--- src/sis_pkg.sv ---
// ----------------------------------------------------------------------------
// sis_pkg
// shared constants and types for the sorted insert stack
// ----------------------------------------------------------------------------
package sis_pkg;

   localparam int CAPACITY      = 16;
   localparam int ADDR_W        = (CAPACITY > 1) ? $clog2(CAPACITY) : 1;
   localparam int CNT_W         = $clog2(CAPACITY + 1);
   localparam int VALUE_W       = 8;
   localparam int ENTRY_COUNT_W = 5;

   typedef logic [1:0]         op_type;
   typedef logic [VALUE_W-1:0] value_type;
   typedef logic [CNT_W-1:0]   count_type;
   typedef logic [ADDR_W-1:0]  addr_type;

   localparam op_type OP_NOP    = 2'd0;
   localparam op_type OP_PUSH   = 2'd1;
   localparam op_type OP_POP    = 2'd2;
   localparam op_type OP_INSERT = 2'd3;

endpackage

--- src/sorted_insert_stack.sv ---
// ----------------------------------------------------------------------------
// sorted_insert_stack
// bounded byte stack with push, pop and sorted insert, entries held in a
// synchronous single-read, single-write memory
// ----------------------------------------------------------------------------
//   channel   direction   handshake               payload
//   req_      in          req_valid / req_stall   operation, value
//   rsp_      out         rsp_valid / rsp_stall   top_value, top_valid,
//                                                 entry_count, is_full, accepted
//
// no-op, push, refused word: finish on acceptance; pop: reads new top from
//   memory via ST_POP_WAIT, finishes on acceptance when it empties the stack
// sorted insert: finishes on acceptance when empty or value >= top, else moves
//   entries up through ST_INS_CHECK, paced by the registered read of the entry memory
// one word in flight; result register holds until taken, next word accepted
//   in the cycle the result leaves
// reset clears count and control state; memory contents need no clearing
// ----------------------------------------------------------------------------
module sorted_insert_stack (
   input  logic                 clock,
   input  logic                 reset,
   input  logic                 req_valid,
   output logic                 req_stall,
   input  sis_pkg::op_type      req_operation,
   input  sis_pkg::value_type   req_value,
   output logic                 rsp_valid,
   input  logic                 rsp_stall,
   output sis_pkg::value_type   rsp_top_value,
   output logic                 rsp_top_valid,
   output logic [4:0]           rsp_entry_count,
   output logic                 rsp_is_full,
   output logic                 rsp_accepted
);
   import sis_pkg::*;

   localparam logic [1:0] ST_IDLE      = 2'd0;
   localparam logic [1:0] ST_POP_WAIT  = 2'd1;
   localparam logic [1:0] ST_INS_CHECK = 2'd2;
   localparam logic [1:0] ST_INS_PLACE = 2'd3;

   value_type   mem [CAPACITY];

   logic [1:0]  state_ff, state_in;
   count_type   count_ff, count_in;
   value_type   top_ff, top_in;
   addr_type    pos_ff, pos_in;
   value_type   value_ff, value_in;
   logic        rsp_valid_ff, rsp_valid_in;
   logic        accepted_ff, accepted_in;
   value_type   rdata_ff;

   logic        req_acc;
   logic        slot_free;
   logic        full;
   logic        finish;
   logic        we;
   addr_type    waddr;
   value_type   wdata;
   logic        re;
   addr_type    raddr;
   count_type   count_m1;
   count_type   count_m2;

   assign full      = (count_ff == CNT_W'(CAPACITY));
   assign slot_free = !rsp_valid_ff || !rsp_stall;
   assign req_stall = (state_ff != ST_IDLE) || !slot_free;
   assign req_acc   = req_valid && !req_stall;
   assign count_m1  = count_ff - CNT_W'(1);
   assign count_m2  = count_ff - CNT_W'(2);

   always_comb begin
      state_in    = state_ff;
      count_in    = count_ff;
      top_in      = top_ff;
      pos_in      = pos_ff;
      value_in    = value_ff;
      accepted_in = accepted_ff;
      finish      = 1'b0;
      we          = 1'b0;
      waddr       = count_ff[ADDR_W-1:0];
      wdata       = req_value;
      re          = 1'b0;
      raddr       = count_m2[ADDR_W-1:0];
      case (state_ff)
         ST_IDLE: begin
            if (req_acc) begin
               value_in    = req_value;
               accepted_in = 1'b1;
               case (req_operation)
                  OP_PUSH: begin
                     finish = 1'b1;
                     if (full) begin
                        accepted_in = 1'b0;
                     end else begin
                        we       = 1'b1;
                        count_in = count_ff + CNT_W'(1);
                        top_in   = req_value;
                     end
                  end
                  OP_POP: begin
                     if (count_ff == '0) begin
                        accepted_in = 1'b0;
                        finish      = 1'b1;
                     end else begin
                        count_in = count_m1;
                        if (count_ff == CNT_W'(1)) begin
                           finish = 1'b1;
                        end else begin
                           re       = 1'b1;
                           state_in = ST_POP_WAIT;
                        end
                     end
                  end
                  OP_INSERT: begin
                     if (full) begin
                        accepted_in = 1'b0;
                        finish      = 1'b1;
                     end else if (count_ff == '0 || req_value >= top_ff) begin
                        we       = 1'b1;
                        count_in = count_ff + CNT_W'(1);
                        top_in   = req_value;
                        finish   = 1'b1;
                     end else begin
                        // old top moves up one place and stays the top
                        we     = 1'b1;
                        wdata  = top_ff;
                        pos_in = count_m1[ADDR_W-1:0];
                        if (count_ff == CNT_W'(1)) begin
                           state_in = ST_INS_PLACE;
                        end else begin
                           re       = 1'b1;
                           state_in = ST_INS_CHECK;
                        end
                     end
                  end
                  default: begin
                     finish = 1'b1;
                  end
               endcase
            end
         end
         ST_POP_WAIT: begin
            top_in   = rdata_ff;
            finish   = 1'b1;
            state_in = ST_IDLE;
         end
         ST_INS_CHECK: begin
            we    = 1'b1;
            waddr = pos_ff;
            if (rdata_ff > value_ff) begin
               wdata = rdata_ff;
               if (pos_ff == ADDR_W'(1)) begin
                  pos_in   = '0;
                  state_in = ST_INS_PLACE;
               end else begin
                  re     = 1'b1;
                  raddr  = pos_ff - ADDR_W'(1) - ADDR_W'(1);
                  pos_in = pos_ff - ADDR_W'(1);
               end
            end else begin
               wdata    = value_ff;
               count_in = count_ff + CNT_W'(1);
               finish   = 1'b1;
               state_in = ST_IDLE;
            end
         end
         ST_INS_PLACE: begin
            we       = 1'b1;
            waddr    = pos_ff;
            wdata    = value_ff;
            count_in = count_ff + CNT_W'(1);
            finish   = 1'b1;
            state_in = ST_IDLE;
         end
         default: begin
            state_in = ST_IDLE;
         end
      endcase
   end

   always_comb begin
      rsp_valid_in = rsp_valid_ff && rsp_stall;
      if (finish) begin
         rsp_valid_in = 1'b1;
      end
   end

   always_ff @(posedge clock) begin
      if (reset) begin
         state_ff     <= ST_IDLE;
         count_ff     <= '0;
         rsp_valid_ff <= 1'b0;
      end else begin
         state_ff     <= state_in;
         count_ff     <= count_in;
         rsp_valid_ff <= rsp_valid_in;
      end
   end

   always_ff @(posedge clock) begin
      top_ff      <= top_in;
      pos_ff      <= pos_in;
      value_ff    <= value_in;
      accepted_ff <= accepted_in;
   end

   // entry memory
   always_ff @(posedge clock) begin
      if (we) begin
         mem[waddr] <= wdata;
      end
      if (re) begin
         rdata_ff <= mem[raddr];
      end
   end

   assign rsp_valid       = rsp_valid_ff;
   assign rsp_top_valid   = (count_ff != '0);
   assign rsp_top_value   = rsp_top_valid ? top_ff : '0;
   assign rsp_entry_count = ENTRY_COUNT_W'(count_ff);
   assign rsp_is_full     = full;
   assign rsp_accepted    = accepted_ff;

   a_count_bound: assert property (@(posedge clock) disable iff (reset)
      count_ff <= CNT_W'(CAPACITY))
      else $error("entry count beyond capacity");

   a_rsp_only_idle: assert property (@(posedge clock) disable iff (reset)
      rsp_valid_ff |-> state_ff == ST_IDLE)
      else $error("result shown while word still in work");

   a_full_refuse: assert property (@(posedge clock) disable iff (reset)
      (req_acc && full && (req_operation == OP_PUSH || req_operation == OP_INSERT))
      |=> rsp_valid_ff && !accepted_ff && full)
      else $error("push or insert on full stack not refused");

   a_shift_pos: assert property (@(posedge clock) disable iff (reset)
      (state_ff == ST_INS_CHECK) |-> (pos_ff != '0) && (CNT_W'(pos_ff) < count_ff))
      else $error("insert shift position out of range");

   a_no_write_idle: assert property (@(posedge clock) disable iff (reset)
      (state_ff == ST_IDLE && !req_acc) |-> !we)
      else $error("memory written with no word in work");

endmodule

--- config.mk ---
export PLATFORM = sky130hd
export DESIGN_NAME = sorted_insert_stack
export DESIGN_NICKNAME = d
export VERILOG_FILES = /design/src/sis_pkg.sv /design/src/sorted_insert_stack.sv
export SDC_FILE = /design/constraint.sdc
export NUM_CORES = 1
export LEC_CHECK = 0
export BUFFER_PORTS_ARGS = -buffer_cell sky130_fd_sc_hd__buf_2
export CORE_MARGIN = 4
export CORE_UTILIZATION = 45
export CTS_CLUSTER_DIAMETER = 40
export DETAILED_ROUTE_END_ITERATION = 8
export HOLD_SLACK_MARGIN = 0.15
export PLACE_DENSITY_LB_ADDON = 0.3
export REMOVE_ABC_BUFFERS = 1
export SYNTH_ARGS = -nofsm -noshare
export SYNTH_HDL_FRONTEND = slang
export SYNTH_SLANG_ARGS = --single-unit
--- constraint.sdc ---
create_clock -name clock -period 4.75 [get_ports clock]
set_input_delay 0.7125 -clock clock [delete_from_list [all_inputs] [get_ports clock]]
set_output_delay 0.7125 -clock clock [all_outputs]
set_load 0.01 [all_outputs]
==> metrics.txt <==
Die Ht=~140 um; CTS tree=yes; Yosys top cell area share=58.1%; pwr dens=between 500 and 600 mW/mm^2; min Tclk post-route=3.56 ns; Avg Cell Area, Syn=13.1 sq um; Syn Inst Count=approximately 620; vias in the first global route=5319; Setup TNS=0 ns; crit path DAT=between 3 and 4 ns; largest net degree at the start of global routing=52; Final Net Count=roughly 690; Synth async-reset ratio=0%; ant diodes=0; Slew @ Worst Pin=1.30 ns; register area=approximately 0.005 sq mm; leak pwr=3.22 nW; total number of vias=approximately 5300; DRT iter0 DRCs=557; DP Worst Slack=~1.2 ns; HPWL after detailed placement=13000 um; fill cell count=1472; commonest non-fill, non-tap cells in the layout=edfxtp_1 (157), mux2_2 (44), nor2_1 (40), inv_1 (37), a22oi_1 (33); first-pass GRT wire length=30400 um; Fmax=approximately 280 MHz; crit start category=flip-flop; final hold slack=approximately 0.53 ns; hold_buf cts=0; multi-input logic area=0.00293 sq mm; register bit total from synthesis=~170; final setup fails=0; relative slew slack=about 13%; Ports=32; Fin. Hold Viols=0; ANT nets after route=0; Yosys cell types=55; Hold Path Class=in -> reg; Crit Path Category=reg -> reg; Int Pwr=0.00301 W; post-layout util=just over 50%; prevailing post-synth register cell=edfxtp_1; Resized cells post-CTS=0; crit path max fanout=around 50; EDFF count, synth=157; Clock Power Share=29.4%; most common cell after layout, fill and taps aside=edfxtp_1; # rows=48; Post-CTS Setup Bufs=0; clk buf depth=2; Max Transition Viols Final=0; MaxCap Viol Count=0; core area=0.0175 sq mm; Buffers on Ports=31; DIE WIDTH=142 um; Inserted Clock Buffers=17; Avg WL per Cell=21.3 um; layout cells sized above 1=about a fifth; Clock Skew=0.0143 ns; vias per cell=5.95; fin worst setup slack=1.19 ns; sw power=0.00154 W; Syn Std Cell Area=0.00811 sq mm; sequential share of power=40.8%; GRT Util Overall=19.7%; H-tree depth=4; full die area=0.0202 sq mm; clock root buffer=clkbuf_16; drt total wl=19000 um; unrepaired setup endpoints after global routing=false; final RePlAce weighted congestion=0.832; First-pass DRT Iterations=5; status=complete, no violations; maximum vdd drop=0.263 mV; GRT overflow=0; Logic pwr share=a little under 30%; leading post-synthesis cells by cell area=edfxtp_1 (58%), mux2_2 (6.1%), ha_1 (4.0%); sequential area share after synthesis=60.1%; residual DRC count=0; Sw Share=between 30% and 40%; clock latency on the worst-skew pair=0.43 ns; Starting Density=46.4%; # clock sinks=165; Final Cycle Share=75.0%; yosys warns=0; cell accounting for the most synthesized area=edfxtp_1; area grow syn2layout=11.8%; initial antenna violation count=0; worst path required time=about 4.9 ns; Worst Setup End Kind=flip-flop; Clock transition at path regs=0.07 ns
==> critical path, stage by stage, from the launching register on <==
cell      delay [ns]
edfxtp_1        0.58
ha_1            0.32
a21o_1          0.23
nor2_1          0.12
a21boi_4        0.28
mux2i_4         0.61
buf_12          0.36
mux2_2          0.37
a22oi_1         0.19
nand4_1         0.18
==> cells by family after synthesis <==
kind of cell | after synthesis | share of synthesized area (%)
xor gates and xnor gates | 10 | 1.08
muxes | 80 | 11.1
AOI/OAI and AO/OA | 137 | 12.1
DFF | 165 | 60.1
and+or+nand+nor | 135 | 7.93
adders and majority gates | 26 | 4.01
buffers and inverters | 68 | 3.69
==> per-layer routing <==
layer | part of all wire (%) | wire [um] | GRT usage (%) | vias up
met5 | 0 | 0 | 0 | -
met2 | 48 | 9020 | 31.3 | 239
met3 | 7.5 | 1420 | 4.13 | 27
li1 | - | - | - | 2445
met4 | 2.0 | 374 | 7.12 | 0
met1 | 43 | 8170 | 26.9 | 2582
==> state kept, by name, summed over array words and instances, names as in the netlist <==
signal,count
top_ff,8
rsp_entry_count,5
pos_ff,4
rsp_accepted,1
rsp_valid,1
state_ff,2
mem,128
rdata_ff,8
value_ff,8
==> power groups by stage <==
stage	clock network, W	registers, W	logic, W
2_1_floorplan	0	0.00188	0.000896
3_3_place_gp	0	0.00189	0.00132
3_5_place_dp	0	0.00189	0.00135
4_1_cts	0.00135	0.00186	0.00135
5_1_grt	0.00143	0.00187	0.00149
6_report	0.00134	0.00186	0.00136
==> area by class of cell <==
cell class | instances | area share, %
Sequential cell | 165 | 53.8
Inverter | 38 | 1.57
Clock buffer | 18 | 4.74
Timing Repair Buffer | 42 | 2.76
Clock inverter | 14 | 1.66
Multi-Input combinational cell | 388 | 32.4
Tap cell | 225 | 3.11
==> through the flow <==
step	instance area (sq um)	std cells	power, W
floorplan	7950	591	0.00278
global placement	8480	858	0.00320
detailed placement	8480	858	0.00323
CTS	9060	890	0.00456
global route	9060	890	0.00479
finish	9060	890	0.00455
==> synthesized netlist by cell type, types with 4 or more instances <==
master	n
nand3_1	15
ha_1	26
nor2_1	40
nor2b_1	5
a22oi_1	33
nand4_1	12
o221ai_1	6
nand2b_1	4
xnor2_1	6
nor3_1	9
mux2_1	25
and3_1	4
a31oi_1	17
o22ai_1	4
xor2_1	4
mux2_2	44
inv_1	37
clkbuf_1	17
a21oi_1	19
o21ai_0	18
mux2i_1	10
dfxtp_1	8
a21o_1	6
buf_1	4
a21boi_0	5
edfxtp_1	157
buf_6	4
nand2_1	32
==> worst paths after layout <==
check / start / end / slack, ns / cells past startpoint
min: req_value[0] / value_ff[0] / 0.53 / 1
min reg2reg: rsp_valid / rsp_valid / 0.54 / 2
max reg2reg: pos_ff[0] / rdata_ff[1] / 1.19 / 9
max: pos_ff[0] / rdata_ff[1] / 1.19 / 9
(Power assumes the default switching activity.)
